File: src/hw/rtl/h2r_pkg.sv
// Shared types and constants for the HSV to RGB pixel converter.
// Used by h2r_chan and hsv_to_rgb_pixel_unit; depends on nothing else.
package h2r_pkg;

   // Field widths.
   localparam int CHAN_W = 16;
   localparam int ANG_W  = 15;
   localparam int FRAC_W = 12;

   // Widths inside one channel lane.
   localparam int M_W    = 28;
   localparam int NUM_W  = 44;
   localparam int X_W    = 45;
   localparam int Y_W    = 37;
   localparam int A_W    = 21;
   localparam int C_W    = 22;
   localparam int W_W    = 21;
   localparam int PROD_W = 42;

   // Pipeline depths: lane stages, then the whole block.
   localparam int LANE_LAT = 7;
   localparam int LATENCY  = LANE_LAT + 3;

   typedef logic [CHAN_W-1:0] chan_type;
   typedef logic [ANG_W-1:0]  ang_type;
   typedef logic [FRAC_W-1:0] frac_type;
   typedef logic [M_W-1:0]    m_type;
   typedef logic [NUM_W-1:0]  num_type;
   typedef logic [X_W-1:0]    x_type;
   typedef logic [Y_W-1:0]    y_type;
   typedef logic [A_W-1:0]    a_type;
   typedef logic [C_W-1:0]    c_type;
   typedef logic [W_W-1:0]    w_type;
   typedef logic [PROD_W-1:0] prod_type;
   typedef logic signed [16:0] hue_ext_type;

   // Sextant of the color wheel.
   typedef enum logic [2:0] {
      SEC_RED_YELLOW   = 3'd0,
      SEC_YELLOW_GREEN = 3'd1,
      SEC_GREEN_CYAN   = 3'd2,
      SEC_CYAN_BLUE    = 3'd3,
      SEC_BLUE_MAGENTA = 3'd4,
      SEC_MAGENTA_RED  = 3'd5
   } sector_type;

   // Hue geometry: one turn is 23040 units, one sextant 3840.
   localparam hue_ext_type TURN_S  = 17'sd23040;
   localparam hue_ext_type TURN2_S = 17'sd46080;
   localparam ang_type     SEC_1   = 15'd3840;
   localparam ang_type     SEC_2   = 15'd7680;
   localparam ang_type     SEC_3   = 15'd11520;
   localparam ang_type     SEC_4   = 15'd15360;
   localparam ang_type     SEC_5   = 15'd19200;
   localparam frac_type    SECTOR_K = 12'd3840;

   // Common denominator 65535 * 3840, its half, and the reciprocal of 15
   // scaled by 2^24 and rounded up.
   localparam m_type    DEN      = 28'd251654400;
   localparam x_type    HALF_DEN = 45'd125827200;
   localparam prod_type RECIP15  = 42'd1118482;
   localparam logic [16:0] MOD_FULL = 17'd65535;

endpackage

File: src/hw/rtl/h2r_chan.sv
// One channel lane: round(v * (DEN - s * k) / DEN), half up, in seven stages.
// Depends on h2r_pkg for widths and constants.
module h2r_chan (
   input  logic              clock,
   input  h2r_pkg::frac_type k_i,
   input  h2r_pkg::chan_type s_i,
   input  h2r_pkg::chan_type v_i,
   output h2r_pkg::chan_type chan_o
);

   h2r_pkg::m_type    m_ff, m_in;
   h2r_pkg::m_type    e_ff, e_in;
   h2r_pkg::chan_type v1_ff, v2_ff;
   h2r_pkg::num_type  num_ff, num_in;
   h2r_pkg::y_type    y_ff, y_in;
   h2r_pkg::a_type    a_ff, a_in;
   h2r_pkg::c_type    c_ff, c_in;
   h2r_pkg::w_type    w_ff, w_in;
   h2r_pkg::prod_type prod_ff, prod_in;
   h2r_pkg::x_type    x_sum;
   logic [16:0]       fold_sum;

   // Numerator: product s * k, its complement to DEN, then times v.
   always_comb begin
      m_in   = h2r_pkg::m_type'(s_i) * h2r_pkg::m_type'(k_i);
      e_in   = h2r_pkg::DEN - m_ff;
      num_in = h2r_pkg::num_type'(v2_ff) * h2r_pkg::num_type'(e_ff);
   end

   // Add half the denominator and drop the factor of 256 in DEN.
   always_comb begin
      x_sum = h2r_pkg::x_type'(num_ff) + h2r_pkg::HALF_DEN;
      y_in  = x_sum[h2r_pkg::X_W-1:8];
   end

   // Divide by 65535: y = a * 65535 + (a + b), folded once more on a + b.
   always_comb begin
      a_in     = y_ff[h2r_pkg::Y_W-1:16];
      c_in     = h2r_pkg::c_type'(y_ff[h2r_pkg::Y_W-1:16])
                 + h2r_pkg::c_type'(y_ff[15:0]);
      fold_sum = {1'b0, c_ff[15:0]} + 17'(c_ff[h2r_pkg::C_W-1:16]);
      w_in     = a_ff + h2r_pkg::w_type'(c_ff[h2r_pkg::C_W-1:16])
                 + h2r_pkg::w_type'(fold_sum >= h2r_pkg::MOD_FULL);
   end

   // Divide by 15 through the scaled reciprocal; exact for this range.
   always_comb begin
      prod_in = h2r_pkg::prod_type'(w_ff) * h2r_pkg::RECIP15;
   end

   // Lane registers; payload only, so no reset.
   always_ff @(posedge clock) begin
      m_ff    <= m_in;
      v1_ff   <= v_i;
      e_ff    <= e_in;
      v2_ff   <= v1_ff;
      num_ff  <= num_in;
      y_ff    <= y_in;
      a_ff    <= a_in;
      c_ff    <= c_in;
      w_ff    <= w_in;
      prod_ff <= prod_in;
   end

   assign chan_o = prod_ff[39:24];

endmodule

File: config.mk
export PLATFORM = sky130hd
export DESIGN_NAME = h2r_chan
export DESIGN_NICKNAME = d
export VERILOG_FILES = /design/src/hw/rtl/h2r_pkg.sv /design/src/hw/rtl/h2r_chan.sv
export SDC_FILE = /design/constraint.sdc
export NUM_CORES = 2
export LEC_CHECK = 0
export BUFFER_PORTS_ARGS = -buffer_cell sky130_fd_sc_hd__clkbuf_2
export CAP_MARGIN = 40
export CELL_PAD_IN_SITES_DETAIL_PLACEMENT = 1
export CELL_PAD_IN_SITES_GLOBAL_PLACEMENT = 1
export CORE_AREA = 2 2 251 253
export DETAILED_ROUTE_END_ITERATION = 10
export DIE_AREA = 0 0 253 255
export PLACE_DENSITY = 0.86
export REMOVE_ABC_BUFFERS = 1
export SYNTH_ARGS = -nofsm -noshare
export SYNTH_HDL_FRONTEND = slang
export SYNTH_SLANG_ARGS = --single-unit
File: constraint.sdc
create_clock -name clock -period 12 [get_ports clock]
set_input_delay 2.4 -clock clock [delete_from_list [all_inputs] [get_ports clock]]
set_output_delay 2.4 -clock clock [all_outputs]
set_load 0.1 [all_outputs]
==> flow_summary.ini <==
[placement]
placed_cell_area_um2 = 31700
portBuffers = 60
hpwl_mm = 66.3
dp_slack_ns = 3.86
gp_congestion = 0.878

[logic_synthesis]
synth_edf_count = 0
ys_seq_area_share_pct = 15.9
ys_seq_elements = 242
ys_top_cells_by_area = fa_1, dfxtp_1, ha_1, inv_1, nand2_1
synth-simple-area-share_pct = 15.0
avgSynthCellArea_um2 = 9.34
synth_ff_type = dfxtp_1
synth_top_family_by_area = adder cells
ys_async_sr_fraction_pct = 0
syn_area_um2 = 30600
syn_inst = 3272
yosysTopAreaCell = fa_1
yosys.area_share.xor_xnor_pct = 4.81
synth_fa_ha_area_share_pct = 49.5
synth_top_area_share_pct = 35.6
synth-compound-area-share_pct = 5.26
yosysWarnings = 0
synth_cell_types = 64
synth.mux.area_fraction_pct = 0.0655

[worst_setup_path]
r2r_slack_ns = 4.99
path_max_fanout = 16
cp.required_ns = 12.50
start_kind = primary input
crit_start = k_i[11]
reg2reg_from = e_ff[14]
rr_endpoint = num_ff[42]
arrival_ns = 8.05
r2r_cells = 20
crit_type = in2reg
crit_path_end_kind = flip-flop

[routing]
vias = 22300
drt_first_pass_iters = 5
viasPerCell = 5.43
antenna_left = 0
routed_wirelength_mm = 81.8
wl_per_cell_um = 20.0
drc = 0
dr.first_iter.drc_count = 1027

[layout]
post-route-util_pct = 52.4
drive_above_1_share_pct = 4.09
nets = 4206
syn_to_final_growth_pct = 6.56
fin_area_um2 = 32600
antenna_cells = 0

[hold_path]
hold_path_depth = 0
hold_path.startpoint = v1_ff[14]
hold_path.class = reg2reg
holdPathEnd = v2_ff[14]

[clocking]
cts_buffers = 26
cts_max_level = 1
cts_num_sinks = 242
postCtsHoldBufs = 0
clk_latency_ns = 0.58
root_buffer = clkbuf_16
cts_tree = built
clk_path_buf_depth = 3
clk_pin_slew_ns = 0.08
post_cts.repair.setup_buffers = 0
cts_resized = 0

[sta]
rsz0062_at_grt = false
period_minus_slack_ns = 7.55
finalMaxSlewViolations = 0
slew_headroom_pct = 36.8
fin_ws_ns = 4.45
fin_setup_tns_ns = 0
period_share_pct = 62.9
fin_skew_ns = 0.0300
timing.fmax_ghz = 0.133
worst_pin_slew_ns = 0.947
hold_viol = 0
finalSetupViolCount = 0

[floorplanning]
core_area_um2 = 62200
dieWidth_um = 253
rows = 92
fp.dieH_um = 255
start_util_pct = 49.2
pin_count = 61
dieArea_um2 = 64500

[grt]
antenna_found_initial = 0
grt_pass1_wl_mm = 135
grt_usage_pct = 26.4
grt_max_degree = 29
grt_pass1_vias = 26300
grt-ovfl-total = 0

[job]
drv_cap = 0

[status]
outcome = completed
synth_stat cells (4+ instances only):
| cell type | number |
|---|---|
| inv_1 | 676 |
| fa_1 | 543 |
| nand2_1 | 463 |
| ha_1 | 340 |
| and2_1 | 253 |
| dfxtp_1 | 242 |
| xnor2_1 | 103 |
| clkbuf_1 | 95 |
| a21oi_1 | 83 |
| nor2_1 | 78 |
| xor2_1 | 65 |
| o21ai_0 | 44 |
| a21o_1 | 32 |
| nand3_1 | 32 |
| nor3_1 | 24 |
| and3_1 | 21 |
| nand4_1 | 18 |
| nor2b_1 | 17 |
| o21bai_1 | 14 |
| o21a_1 | 11 |
| nand2b_1 | 10 |
| nor4_1 | 10 |
| a211oi_1 | 9 |
| or3_1 | 8 |
| a31oi_1 | 7 |
| o211ai_1 | 5 |
| a21boi_0 | 4 |
| o21ai_1 | 4 |
cells in the final DEF, fill, tap and decap left out, types with 8 or more instances in the layout:
cell type and count:
dfxtp_1 242, nor3_1 24, o21a_1 11, xnor2_1 103
nand3_1 32, a21oi_1 83, fa_1 543, nor4_1 10
and3_1 21, ha_1 340, inv_1 676, buf_4 11
nor2b_1 17, nand4_1 18, and2_1 253, o21bai_1 14
clkbuf_2 60, clkbuf_16 26, o21ai_0 44, nand2_1 463
nand2b_1 10, a211oi_1 9, a21o_1 32, nor2_1 78
xor2_1 65, or3_1 8
kinds of logic after synthesis:
kind of cell / after synthesis
AOI/OAI and AO/OA: 248
xor gates and xnor gates: 168
adders and majority gates: 883
buffers and inverters: 775
DFF: 242
muxes: 2
and+or+nand+nor: 954
routing by layer:
layer | track usage (%) | vias to the layer above | routed length, µm
li1 | - | 9948 | -
met4 | 11.4 | 0 | 3530
met2 | 50.5 | 661 | 43700
met3 | 3.09 | 229 | 3800
met1 | 29.4 | 11400 | 30800
met5 | 0 | - | 0
flip-flops by register name, indices dropped and copies added (netlist names):
name and cells:
m_ff 28, prod_ff 16, num_ff 37, y_ff 37, v1_ff 16, w_ff 21, e_ff 28, v2_ff 16
c_ff 22, a_ff 21
cell type report:
cell class	instances	area [µm²]
sequential	242	4840
multi-input combinational	2255	22800
tap	799	1000
inverter	676	2540
clock inverter	12	156
timing repair buffer	77	510
fill	7086	29600
clock buffer	36	718
worst max-delay path: stages:
cell	delay, ns
clkbuf_2	0.29
nand2_1	0.13
fa_1	0.55
inv_1	0.06
fa_1	0.50
fa_1	0.55
inv_1	0.06
fa_1	0.53
inv_1	0.06
fa_1	0.47
ha_1	0.38
a21oi_1	0.22
o21ai_0	0.16
or3_1	0.35
o211ai_1	0.27
o21ai_0	0.21
o21a_1	0.26
a211o_1	0.28
a21oi_1	0.17
xnor2_1	0.13
metrics by stage:
step	cells	hold WS (ns)
after floorplan	3173	0.310
after global placement	4043	0.310
after detailed placement	4049	0.313
after CTS	4097	0.307
after global routing	4097	0.316
final	4097	0.306
how the worst max path moves through the flow:
stage	to
3_5_place_dp	m_ff[27]
6_report	m_ff[27]
2_1_floorplan	m_ff[27]
5_1_grt	m_ff[27]
4_1_cts	m_ff[27]
3_3_place_gp	m_ff[27]
Power is left out: the tool's default activity adds up to more than one toggle a clock period on the data nets, which glitch-free logic cannot reach.
